**config.mk**
```make
export PLATFORM = sky130hd
export DESIGN_NAME = auto_base_int32_text_parser_unit
export DESIGN_NICKNAME = d
export VERILOG_FILES = /design/src/aip_pkg.sv /design/src/auto_base_int32_text_parser_unit.sv /design/src/aip_front.sv /design/src/aip_queue.sv /design/src/aip_back.sv
export SDC_FILE = /design/constraint.sdc
export NUM_CORES = 1
export LEC_CHECK = 0
export BUFFER_PORTS_ARGS = -buffer_cell sky130_fd_sc_hd__buf_4
export CAP_MARGIN = 15
export CORE_MARGIN = 3
export CORE_UTILIZATION = 46
export CTS_BUF_LIST = sky130_fd_sc_hd__clkbuf_8
export DETAILED_ROUTE_END_ITERATION = 7
export PLACE_DENSITY = 0.6
export SYNTH_ARGS = -nofsm -noshare
export SYNTH_HDL_FRONTEND = slang
export SYNTH_HIERARCHICAL = 1
export SYNTH_SLANG_ARGS = --single-unit
```
**constraint.sdc**
```tcl
create_clock -name clk -period 7.5 [get_ports clk]
set_clock_uncertainty 0.05 [all_clocks]
set_input_delay 0.375 -clock clk [delete_from_list [all_inputs] [get_ports clk]]
set_output_delay 0.375 -clock clk [all_outputs]
set_load 0.03 [all_outputs]
```
**src/aip_pkg.sv**
```systemverilog
`default_nettype none
package aip_pkg;

  // Default depth of the queue between the classifier and the parser core.
  localparam int unsigned QUEUE_DEPTH = 2;

  // Largest magnitude that is kept; anything past it saturates.
  localparam logic [31:0] MAG_LIMIT = 32'h8000_0000;

  // One classified text byte.
  typedef struct packed {
    logic       term;    // zero byte, ends the value
    logic       blank;   // space, TAB, LF, VT, FF, CR
    logic       plus;
    logic       minus;
    logic       zero;    // the character '0'
    logic       xch;     // 'x' or 'X'
    logic       dig_ok;  // decimal or hex digit of any case
    logic [3:0] digit;   // digit value when dig_ok
  } item_t;

  // Parse phase, one-hot.
  typedef enum logic [4:0] {
    PH_LEAD   = 5'b00001,
    PH_SIGN   = 5'b00010,
    PH_ZERO   = 5'b00100,
    PH_PREFIX = 5'b01000,
    PH_DIGITS = 5'b10000
  } phase_t;

  typedef enum logic [1:0] {
    RX_DEC = 2'd0,
    RX_OCT = 2'd1,
    RX_HEX = 2'd2
  } radix_t;

endpackage
`default_nettype wire

```
**src/auto_base_int32_text_parser_unit.sv**
```systemverilog
`default_nettype none
// Text-to-int32 parser with automatic base. Feed one text byte per input
// transaction; a zero byte terminates the value and produces exactly one
// output transaction carrying out_valid_res and the signed out_value (zero
// whenever out_valid_res is low). Accepted syntax: leading whitespace, an
// optional sign, then "0x"/"0X" and hex digits, a leading '0' and octal
// digits, or decimal digits; anything else, trailing text included, or a
// value outside int32 range makes the result invalid. Throughput is one
// byte per clock unless a terminator waits on a stalled result: the
// classifier register, the small queue and the parser core each move one
// transaction per cycle, and the core's shift-add of the magnitude sets
// that figure. A terminator passes the classifier register and the queue;
// the core registers its result. A result pending on out_stall holds
// back only the next terminator; ordinary bytes keep flowing into the core.
module auto_base_int32_text_parser_unit #(
  parameter int unsigned QUEUE_DEPTH = aip_pkg::QUEUE_DEPTH
) (
  input  wire logic          clk,
  input  wire logic          rst_n,
  input  wire logic          in_valid,
  output logic               in_stall,
  input  wire logic [7:0]    in_ch,
  output logic               out_valid,
  input  wire logic          out_stall,
  output logic               out_valid_res,
  output logic signed [31:0] out_value
);

  // classifier -> queue
  logic           f_vld;
  logic           f_stall;
  aip_pkg::item_t f_item;

  // queue -> parser core
  logic           q_vld;
  logic           q_take;
  aip_pkg::item_t q_item;

  // Classify each byte and register it.
  aip_front u_front (
    .clk        (clk),
    .rst_n      (rst_n),
    .in_valid   (in_valid),
    .in_stall   (in_stall),
    .in_ch      (in_ch),
    .item_vld   (f_vld),
    .item       (f_item),
    .item_stall (f_stall)
  );

  // Decouple the classifier from the core so either side can stall.
  aip_queue #(
    .DEPTH (QUEUE_DEPTH)
  ) u_queue (
    .clk      (clk),
    .rst_n    (rst_n),
    .wr_vld   (f_vld),
    .wr_stall (f_stall),
    .wr_item  (f_item),
    .rd_vld   (q_vld),
    .rd_take  (q_take),
    .rd_item  (q_item)
  );

  // Advance the parse state and register the result on a terminator.
  aip_back u_back (
    .clk           (clk),
    .rst_n         (rst_n),
    .item_vld      (q_vld),
    .item_take     (q_take),
    .item          (q_item),
    .out_valid     (out_valid),
    .out_stall     (out_stall),
    .out_valid_res (out_valid_res),
    .out_value     (out_value)
  );

endmodule
`default_nettype wire

```
**src/aip_front.sv**
```systemverilog
`default_nettype none
module aip_front (
  input  wire logic          clk,
  input  wire logic          rst_n,
  input  wire logic          in_valid,
  output logic               in_stall,
  input  wire logic [7:0]    in_ch,
  output logic               item_vld,
  output aip_pkg::item_t     item,
  input  wire logic          item_stall
);

  logic           vld_r, vld_nxt;
  aip_pkg::item_t item_r;
  aip_pkg::item_t cls;
  logic           take;
  logic           push;

  always_comb begin
    cls        = '0;
    cls.term   = (in_ch == 8'h00);
    cls.blank  = (in_ch == 8'h20) || ((in_ch >= 8'h09) && (in_ch <= 8'h0D));
    cls.plus   = (in_ch == 8'h2B);
    cls.minus  = (in_ch == 8'h2D);
    cls.zero   = (in_ch == 8'h30);
    cls.xch    = (in_ch == 8'h78) || (in_ch == 8'h58);
    if ((in_ch >= 8'h30) && (in_ch <= 8'h39)) begin
      cls.dig_ok = 1'b1;
      cls.digit  = 4'(in_ch - 8'h30);
    end else if ((in_ch >= 8'h61) && (in_ch <= 8'h66)) begin
      cls.dig_ok = 1'b1;
      cls.digit  = 4'(in_ch - 8'h57);
    end else if ((in_ch >= 8'h41) && (in_ch <= 8'h46)) begin
      cls.dig_ok = 1'b1;
      cls.digit  = 4'(in_ch - 8'h37);
    end
  end

  assign push     = vld_r && !item_stall;
  assign in_stall = vld_r && item_stall;
  assign take     = in_valid && !in_stall;
  assign vld_nxt  = take || (vld_r && !push);

  always_ff @(posedge clk) begin
    if (!rst_n) begin
      vld_r <= 1'b0;
    end else begin
      vld_r <= vld_nxt;
    end
  end

  always_ff @(posedge clk) begin
    if (take) begin
      item_r <= cls;
    end
  end

  assign item_vld = vld_r;
  assign item     = item_r;

endmodule
`default_nettype wire

```
**src/aip_queue.sv**
```systemverilog
`default_nettype none
module aip_queue #(
  parameter int unsigned DEPTH = aip_pkg::QUEUE_DEPTH
) (
  input  wire logic           clk,
  input  wire logic           rst_n,
  input  wire logic           wr_vld,
  output logic                wr_stall,
  input  wire aip_pkg::item_t wr_item,
  output logic                rd_vld,
  input  wire logic           rd_take,
  output aip_pkg::item_t      rd_item
);

  localparam int unsigned AW = (DEPTH > 1) ? $clog2(DEPTH) : 1;
  localparam int unsigned CW = $clog2(DEPTH + 1);

  aip_pkg::item_t  mem [DEPTH];
  logic [AW-1:0]   wr_ptr_r, wr_ptr_nxt;
  logic [AW-1:0]   rd_ptr_r, rd_ptr_nxt;
  logic [CW-1:0]   cnt_r, cnt_nxt;
  logic            push, pop;

  assign wr_stall = (cnt_r == CW'(DEPTH));
  assign rd_vld   = (cnt_r != '0);
  assign push     = wr_vld && !wr_stall;
  assign pop      = rd_vld && rd_take;
  assign rd_item  = mem[rd_ptr_r];

  always_comb begin
    wr_ptr_nxt = wr_ptr_r;
    rd_ptr_nxt = rd_ptr_r;
    cnt_nxt    = cnt_r;
    if (push) begin
      wr_ptr_nxt = (wr_ptr_r == AW'(DEPTH - 1)) ? '0 : wr_ptr_r + 1'b1;
    end
    if (pop) begin
      rd_ptr_nxt = (rd_ptr_r == AW'(DEPTH - 1)) ? '0 : rd_ptr_r + 1'b1;
    end
    case ({push, pop})
      2'b10:   cnt_nxt = cnt_r + 1'b1;
      2'b01:   cnt_nxt = cnt_r - 1'b1;
      default: cnt_nxt = cnt_r;
    endcase
  end

  always_ff @(posedge clk) begin
    if (!rst_n) begin
      wr_ptr_r <= '0;
      rd_ptr_r <= '0;
      cnt_r    <= '0;
    end else begin
      wr_ptr_r <= wr_ptr_nxt;
      rd_ptr_r <= rd_ptr_nxt;
      cnt_r    <= cnt_nxt;
    end
  end

  always_ff @(posedge clk) begin
    if (push) begin
      mem[wr_ptr_r] <= wr_item;
    end
  end

endmodule
`default_nettype wire

```
**src/aip_back.sv**
```systemverilog
`default_nettype none
module aip_back (
  input  wire logic            clk,
  input  wire logic            rst_n,
  input  wire logic            item_vld,
  output logic                 item_take,
  input  wire aip_pkg::item_t  item,
  output logic                 out_valid,
  input  wire logic            out_stall,
  output logic                 out_valid_res,
  output logic signed [31:0]   out_value
);

  aip_pkg::phase_t phase_r, phase_nxt;
  aip_pkg::radix_t radix_r, radix_nxt;
  logic            neg_r, neg_nxt;
  logic [31:0]     mag_r, mag_nxt;
  logic            ovf_r, ovf_nxt;
  logic            bad_r, bad_nxt;
  logic            ov_r, ov_nxt;
  logic            res_r;
  logic [31:0]     val_r;
  logic            ok;
  logic [31:0]     val;
  logic            add;
  aip_pkg::radix_t add_rx;
  logic [32:0]     acc;
  logic            emit;

  // Multiply-accumulate by the radix, saturating at the limit.
  function automatic logic [32:0] mac(input logic [31:0] m, input aip_pkg::radix_t rx,
                                      input logic [3:0] d);
    logic [36:0] p;
    case (rx)
      aip_pkg::RX_OCT: p = {2'b00, m, 3'b000};
      aip_pkg::RX_HEX: p = {1'b0, m, 4'b0000};
      default:         p = {2'b00, m, 3'b000} + {4'b0000, m, 1'b0};
    endcase
    p = p + {33'd0, d};
    if (p > {5'd0, aip_pkg::MAG_LIMIT}) begin
      mac = {1'b1, aip_pkg::MAG_LIMIT};
    end else begin
      mac = {1'b0, p[31:0]};
    end
  endfunction

  assign item_take = item_vld && (!item.term || !ov_r || !out_stall);
  assign emit      = item_take && item.term;
  assign acc       = mac(mag_r, add_rx, item.digit);

  always_comb begin
    phase_nxt = phase_r;
    radix_nxt = radix_r;
    neg_nxt   = neg_r;
    mag_nxt   = mag_r;
    ovf_nxt   = ovf_r;
    bad_nxt   = bad_r;
    add       = 1'b0;
    add_rx    = radix_r;
    ok        = !bad_r && !ovf_r &&
                ((phase_r == aip_pkg::PH_ZERO) || (phase_r == aip_pkg::PH_DIGITS));
    val       = '0;
    if (ok) begin
      if (neg_r) begin
        val = 32'd0 - mag_r;
      end else if (mag_r[31]) begin
        ok = 1'b0;
      end else begin
        val = mag_r;
      end
    end

    if (item_take) begin
      if (item.term) begin
        phase_nxt = aip_pkg::PH_LEAD;
        radix_nxt = aip_pkg::RX_DEC;
        neg_nxt   = 1'b0;
        mag_nxt   = '0;
        ovf_nxt   = 1'b0;
        bad_nxt   = 1'b0;
      end else if (!bad_r) begin
        case (phase_r)
          aip_pkg::PH_LEAD, aip_pkg::PH_SIGN: begin
            if ((phase_r == aip_pkg::PH_LEAD) && item.blank) begin
              phase_nxt = phase_r;
            end else if ((phase_r == aip_pkg::PH_LEAD) && (item.plus || item.minus)) begin
              neg_nxt   = item.minus;
              phase_nxt = aip_pkg::PH_SIGN;
            end else if (item.zero) begin
              phase_nxt = aip_pkg::PH_ZERO;
            end else if (item.dig_ok && (item.digit <= 4'd9)) begin
              radix_nxt = aip_pkg::RX_DEC;
              add_rx    = aip_pkg::RX_DEC;
              add       = 1'b1;
              phase_nxt = aip_pkg::PH_DIGITS;
            end else begin
              bad_nxt = 1'b1;
            end
          end
          aip_pkg::PH_ZERO: begin
            if (item.xch) begin
              radix_nxt = aip_pkg::RX_HEX;
              phase_nxt = aip_pkg::PH_PREFIX;
            end else if (item.dig_ok && (item.digit < 4'd8)) begin
              radix_nxt = aip_pkg::RX_OCT;
              add_rx    = aip_pkg::RX_OCT;
              add       = 1'b1;
              phase_nxt = aip_pkg::PH_DIGITS;
            end else begin
              bad_nxt = 1'b1;
            end
          end
          aip_pkg::PH_PREFIX: begin
            if (item.dig_ok) begin
              add       = 1'b1;
              phase_nxt = aip_pkg::PH_DIGITS;
            end else begin
              bad_nxt = 1'b1;
            end
          end
          aip_pkg::PH_DIGITS: begin
            if (item.dig_ok &&
                ((radix_r == aip_pkg::RX_HEX) ||
                 ((radix_r == aip_pkg::RX_OCT) && (item.digit < 4'd8)) ||
                 ((radix_r == aip_pkg::RX_DEC) && (item.digit <= 4'd9)))) begin
              add = 1'b1;
            end else begin
              bad_nxt = 1'b1;
            end
          end
          default: bad_nxt = 1'b1;
        endcase
        if (add) begin
          mag_nxt = acc[31:0];
          ovf_nxt = ovf_r | acc[32];
        end
      end
    end
  end

  assign ov_nxt = emit || (ov_r && out_stall);

  always_ff @(posedge clk) begin
    if (!rst_n) begin
      phase_r <= aip_pkg::PH_LEAD;
      radix_r <= aip_pkg::RX_DEC;
      neg_r   <= 1'b0;
      mag_r   <= '0;
      ovf_r   <= 1'b0;
      bad_r   <= 1'b0;
      ov_r    <= 1'b0;
    end else begin
      phase_r <= phase_nxt;
      radix_r <= radix_nxt;
      neg_r   <= neg_nxt;
      mag_r   <= mag_nxt;
      ovf_r   <= ovf_nxt;
      bad_r   <= bad_nxt;
      ov_r    <= ov_nxt;
    end
  end

  always_ff @(posedge clk) begin
    if (emit) begin
      res_r <= ok;
      val_r <= val;
    end
  end

  assign out_valid     = ov_r;
  assign out_valid_res = res_r;
  assign out_value     = val_r;

endmodule
`default_nettype wire

```
==> run_results.csv, run 1 <==
group,metric,value,unit
placement,portBuffers,46,
final_layout,utilization,51.4,%
die,num_io_pins,47,
power_and_ir_drop,pwr-share-seq,47.4,%
power_and_ir_drop,p_int,1.06,mW
synthesis,ys_types,114,
final_layout,fin_nets,1115,
power_and_ir_drop,switching_share,32.2,%
route,drt-vias-per-instance,6.13,
power_and_ir_drop,power.net_switching,0.504,mW
synthesis,synth_top_family_by_area,"compound AO/OA/AOI/OAI gates",
power_and_ir_drop,power_frac_clock,32.4,%
clock_tree,holdBufCountCts,0,
final_layout,syn2layout_area_growth,8.15,%
synthesis,synth_top_area_cell,"edfxtp_1",
synthesis,ys_ff_latch,115,
global_routing,grt_max_degree,57,
placement,dp_hpwl,18100,um
sta,setup-violations-final,0,
clock_tree,clockBufferDepth,2,
synthesis,ys_async_sr_fraction,0,%
power_and_ir_drop,p_leak,3.88,nW
setup_path,worstSetupPathType,"reg -> reg",
outcome,status,"finished clean",
sta,min_period,6560,ps
setup_path,critical_path.max_fanout,27,
hold_path,min_path_cells,2,
synthesis,ys_top_cells_by_area,"edfxtp_1 (21%), dfxtp_1 (10%), ha_1 (5.6%)",
global_routing,grt_pass1_wl,40100,um
synthesis,avgSynthCellArea,8.88,um2
synthesis,synthMostInstantiatedCell,"nor2_1",
clock_tree,cts_tree,"built",
synthesis,synth_edf_count,66,
die,die-area,22100,um2
setup_path,worstSetupEndpointType,"flop",
synthesis,netlist_top_cells_count,"nor2_1 (97), nand2_1 (69), edfxtp_1 (66)",
global_routing,grt_pass1_vias,7539,
die,start_util,47.6,%
route,initialDrtViolationCount,727,
route,antenna_left,0,
route,wirelength,24200,um
setup_path,cp-start-kind,"flop",
synthesis,syn_nets,1112,
die,die_width,149,um
die,core,19700,um2
synthesis,synth-compound-area-share,26.7,%
route,routedWlPerCell,18.1,um
clock_tree,clk_latency,460,ps
sta,worst_pin_slew,1060,ps
final_layout,drive_gt1_share,14.1,%
clock_tree,numCtsBuffers,17,
clock_tree,cts_max_level,4,
global_routing,track_usage,22.2,%
clock_tree,cts_root_buf,"clkbuf_8",
synthesis,synth-adder-area-share,6.03,%
clock_tree,cts.clk_slew.worst_paths,80,ps
synthesis,synth.mux.area_fraction,2.44,%
route,dr.pass1.iters,7,
run,maxCapViolCount,0,
route,drcViolationCount,0,
final_layout,antenna_cells,0,
power_and_ir_drop,vdd_ir_drop_max,0.0822,mV
setup_path,crit_arrival,6850,ps
clock_tree,cts.sinks,115,
global_routing,antenna_found_initial,0,
power_and_ir_drop,p_per_area,154,nW/um2
sta,maxSlewHeadroom,28.0,%
sta,finalHoldViolations,0,
sta,fmax,0.153,GHz
hold_path,hold_class,"in -> reg",
route,via_count,8200,
sta,tns,0,ps
sta,post-route-period-util,87.4,%
synthesis,yosys.area_share.simple,23.0,%
die,die_h,149,um
synthesis,yosys_warnings,6,
die,rows,51,
sta,drv_slew,0,
synthesis,synth_xor_area_share,5.59,%
setup_path,critical_path_required,7790,ps
synthesis,yosys.area.top_type_share,21.1,%
setup_path,ff2ff_path_depth,22,
synthesis,ys_seq_area_share,31.6,%
power_and_ir_drop,power_frac_comb,20.1,%
synthesis,yosys_most_used_dff,"edfxtp_1",
final_layout,fillers,1861,
placement,gp_congestion,0.856,
synthesis,synth_cells,1056,
global_routing,globalRouteOverflowTotal,0,
sta,rsz0062_at_grt,"false",
synthesis,syn_area,9380,um2
[through the flow]
stage | hold slack (ps) | cells | setup slack [ps] | area [um2] | power [mW]
2_1_floorplan | 371 | 1056 | 560 | 9380 | 0.969
3_3_place_gp | 374 | 1304 | 828 | 9760 | 1.06
3_5_place_dp | 388 | 1304 | 573 | 9760 | 1.06
4_1_cts | 68.4 | 1336 | 520 | 10100 | 1.57
5_1_grt | 86.1 | 1337 | 231 | 10100 | 1.64
6_report | 84.2 | 1337 | 943 | 10100 | 1.57
[placed cells by master, fill, tap and decap left out, drive strengths merged, types with 13 or more instances in the layout]
cell / n
nand2: 69
o21a: 15
o211ai: 13
nand4: 17
nor2: 99
dfxtp: 49
a221oi: 16
nand2b: 13
edfxtp: 66
nand3: 40
a22o: 29
xor2: 31
ha: 42
a21oi: 58
a31oi: 18
inv: 25
nor3: 33
buf: 54
a21o: 26
o21ai: 58
clkbuf: 17
xnor2: 28
and3: 18
[logic make-up after synthesis]
| kind of cell | Yosys count |
|---|---|
| mux | 21 |
| xor+xnor | 59 |
| flops | 115 |
| compound gates | 337 |
| simple gates | 388 |
| fa+ha+maj | 44 |
| buf+inv | 92 |
[per-layer routing]
metal	routed length (um)	global-route usage, %	up-vias
met5	0	0	-
met4	250	4.99	0
met3	1320	2.98	26
met2	10200	32.3	252
met1	12500	34.9	3848
li1	-	-	4074
[power groups by stage]
stage                     clock network, mW  registers (mW)  logic [mW]
after floorplan                           0           0.804       0.165
after global placement                    0           0.759       0.303
after detailed placement                  0           0.759       0.303
after CTS                             0.520           0.745       0.305
after global routing                  0.548           0.748       0.348
final                                 0.508           0.743       0.316
[timing repair]
item,in CTS,in global routing
resized for setup,0,2
setup buffers,0,0
setup endpoints to repair,0,31
[sequential cells by signal, summed over array words and instances, names as in the netlist, 2 cells and up, named ones only]
signal,count
u_back/mag_r,32
u_queue/cnt_r,2
u_front/item,11
u_queue/mem,22
u_back/radix_r,2
u_back/out_value,32
u_back/phase_r,5
[path summary, 6_finish.rpt]
kind	from	endpoint	slack, ps
max	flop	u_back/mag_r[11]$_SDFFE_PN0P_	940
min	in_valid	u_front/item_vld$_SDFF_PN0_	80
max reg2reg	flop	u_back/mag_r[11]$_SDFFE_PN0P_	940
min reg2reg	u_front/item[6]$_DFFE_PP_	u_queue/mem[1][6]$_DFFE_PP_	400
[final cells by class]
class,count,area [um2],share of cell area (%)
well taps,265,332,3.27
repair buffers,54,425,4.19
clock inverters,15,110,1.09
clock buffers,17,234,2.31
multi-input cells,849,6000,59.1
inverters,22,82.6,0.814
flip-flops and latches,115,2960,29.2
[worst max-delay path, cell delays in order (launching register included)]
cell,delay (ps)
dfxtp_1,620
mux2_2,400
o21a_1,240
a2111oi_2,560
nor2_1,80
o31a_1,330
ha_2,560
inv_1,130
nor2_1,120
ha_1,180
fa_1,210
a21oi_1,100
nor3_1,250
nand2_1,160
nor4_2,360
and3_1,250
and2_1,190
and3_1,380
nand2_1,200
and4bb_2,300
mux2i_2,300
nor2_4,210
a22o_1,240
Power figures use the tool's default switching activity.
==> inputs of run 2 (changes only) <==
--- a/config.mk
+++ b/config.mk
@@ -5,12 +5,14 @@
 export SDC_FILE = /design/constraint.sdc
 export NUM_CORES = 1
 export LEC_CHECK = 0
+export ABC_AREA = 1
 export BUFFER_PORTS_ARGS = -buffer_cell sky130_fd_sc_hd__buf_4
 export CAP_MARGIN = 15
 export CORE_MARGIN = 3
 export CORE_UTILIZATION = 46
 export CTS_BUF_LIST = sky130_fd_sc_hd__clkbuf_8
 export DETAILED_ROUTE_END_ITERATION = 7
+export MAX_ROUTING_LAYER = met4
 export PLACE_DENSITY = 0.6
 export SYNTH_ARGS = -nofsm -noshare
 export SYNTH_HDL_FRONTEND = slang
==> run_results.csv, run 2 <==
group,metric,value,unit
sta,maxSlewHeadroom,26.0,%
run,maxCapViolCount,0,
setup_path,cp-start-kind,"flop",
final_layout,fin_nets,1658,
placement,post-place-ws,1040,ps
route,via_count,10200,
setup_path,ff2ff_setup_slack,990,ps
global_routing,grt_pass1_vias,9420,
clock_tree,clk_latency,450,ps
synthesis,netlist_top_cells_count,"nand2_1 (454), inv_1 (223), nor2_1 (162)",
clock_tree,cts_tree,"built",
sta,tns,0,ps
clock_tree,cts_root_buf,"clkbuf_8",
route,drt-vias-per-instance,5.42,
sta,finalHoldViolations,0,
synthesis,synth_xor_area_share,0.705,%
route,antenna_left,0,
synthesis,ys_ff_latch,115,
global_routing,grt_max_degree,38,
final_layout,syn2layout_area_growth,9.89,%
synthesis,synth-adder-area-share,5.69,%
final_layout,final_common_cell,"nand2_1",
setup_path,r2r_end,"u_back/mag_r[6]$_SDFFE_PN0P_",
hold_path,hold_class,"in -> reg",
route,wirelength,31100,um
setup_path,crit_arrival,6840,ps
clock_tree,ctsResizeCount,0,
setup_path,critical_path_required,7830,ps
synthesis,yosys_most_used_dff,"edfxtp_1",
route,drcViolationCount,0,
synthesis,syn_nets,1620,
setup_path,critical_path.max_fanout,33,
power_and_ir_drop,p_per_area,153,nW/um2
route,dr.pass1.iters,5,
setup_path,slowest_delay,770,ps
synthesis,synth_cells,1564,
sta,drv_slew,0,
placement,portBuffers,46,
synthesis,synthMostInstantiatedCell,"nand2_1",
clock_tree,holdBufCountCts,0,
final_layout,utilization,51.6,%
global_routing,track_usage,26.9,%
sta,setup-violations-final,0,
power_and_ir_drop,p_leak,4.85,nW
setup_path,worstSetupPathType,"reg -> reg",
clock_tree,clockBufferDepth,2,
synthesis,syn_area,9940,um2
final_layout,drive_gt1_share,10.5,%
placement,dp_hpwl,24300,um
route,routedWlPerCell,16.4,um
clock_tree,post-cts-setup-buffer-count,0,
global_routing,globalRouteOverflowTotal,0,
synthesis,ys_seq_area_share,29.8,%
setup_path,critical_path.slowest_cell,"ha_1",
sta,post-route-period-util,86.9,%
power_and_ir_drop,vdd_ir_drop_max,0.0984,mV
final_layout,final_cell_mix,"nand2_1 (454), inv_1 (223), nor2_1 (162)",
setup_path,ff2ff_path_depth,32,
clock_tree,numCtsBuffers,17,
global_routing,grt_pass1_wl,49200,um
hold_path,whs_endpoint,"u_front/item_vld$_SDFF_PN0_",
synthesis,yosys.area_share.simple,38.7,%
synthesis,synth-compound-area-share,12.9,%
clock_tree,cts_max_level,4,
synthesis,ys_async_sr_fraction,0,%
clock_tree,cts.clk_slew.worst_paths,80,ps
synthesis,synth_top_area_cell,"edfxtp_1",
die,core,21200,um2
synthesis,synth_top_family_by_area,"simple AND/OR/NAND/NOR gates",
global_routing,antenna_found_initial,0,
final_layout,antenna_cells,0,
sta,holdWs,150,ps
hold_path,hold_start,"in_valid",
outcome,status,"finished clean",
power_and_ir_drop,power,1.67,mW
synthesis,ys_top_cells_by_area,"edfxtp_1 (20%), nand2_1 (17%), dfxtp_1 (9.9%)",
sta,worst_pin_slew,1110,ps
synthesis,yosys_warnings,6,
die,rows,53,
synthesis,yosys.area.top_type_share,19.9,%
sta,min_period,6510,ps
setup_path,worstSetupEndpointType,"flop",
die,die-area,23400,um2
synthesis,ys_types,45,
die,start_util,47.0,%
sta,fmax,0.154,GHz
route,initialDrtViolationCount,992,
sta,rsz0062_at_grt,"false",
synthesis,avgSynthCellArea,6.36,um2
die,die_h,153,um
setup_path,crit_path_frequent_cell,"nand2_1",
die,die_width,153,um
synthesis,synth_edf_count,66,
synthesis,synth.mux.area_fraction,1.25,%
die,num_io_pins,47,
hold_path,min_path_cells,3,
sta,worst_slack,985,ps
clock_tree,cts.sinks,115,
placement,gp_congestion,0.951,
run 2: area by class of cell:
| class | instances | area, um2 |
|---|---|---|
| clock buffer | 17 | 234 |
| fill | 2222 | 10200 |
| sequential | 115 | 2960 |
| multi-input combinational | 1171 | 5890 |
| inverter | 243 | 912 |
| tap | 275 | 344 |
| timing repair buffer | 54 | 405 |
| clock inverter | 15 | 180 |
run 2: cells by family (layout without fill, tap and decap cells):
group                      Yosys count  in the layout
DFF                                115            115
buffers and inverters              278            329
muxes                               11             11
xor gates and xnor gates             8              8
AOI/OAI and AO/OA                  221            221
adders and majority gates           44             44
and+or+nand+nor                    887            887
run 2: worst max-delay path, delay by kind of cell (launching register included):
kind	cells	cell delay, ps
flops	1	620
simple gates	18	2690
buf+inv	5	440
fa+ha+maj	2	1160
compound gates	6	1060
mux	1	430
run 2: layer usage:
metal  vias to the layer above  GRT usage [%]  part of all wire, %
met5                         -              -                    0
met4                         0           7.85                  2.2
met3                        45           2.52                  6.0
met2                       312           44.0                   47
met1                      4660           35.9                   45
li1                       5229              -                    -
run 2: worst max path at each step:
stage	end	slack, ps	cells past startpoint
5_1_grt	u_back/mag_r[19]$_SDFFE_PN0P_	270	36
3_3_place_gp	u_back/mag_r[31]$_SDFFE_PN0P_	1160	33
6_report	u_back/mag_r[6]$_SDFFE_PN0P_	990	32
3_5_place_dp	u_back/mag_r[6]$_SDFFE_PN0P_	1040	32
2_1_floorplan	u_back/mag_r[17]$_SDFFE_PN0P_	1820	42
4_1_cts	u_back/mag_r[6]$_SDFFE_PN0P_	1010	32
run 2: stage by stage:
step	cells	cell area [um2]
2_1_floorplan	1564	9940
3_3_place_gp	1858	10500
3_5_place_dp	1858	10500
4_1_cts	1890	10900
5_1_grt	1890	10900
6_report	1890	10900
run 2: report_power, final:
part,internal [mW],switching [mW]
combinational,0.0881,0.223
clock,0.330,0.296
sequential,0.707,0.0231
total,1.13,0.543
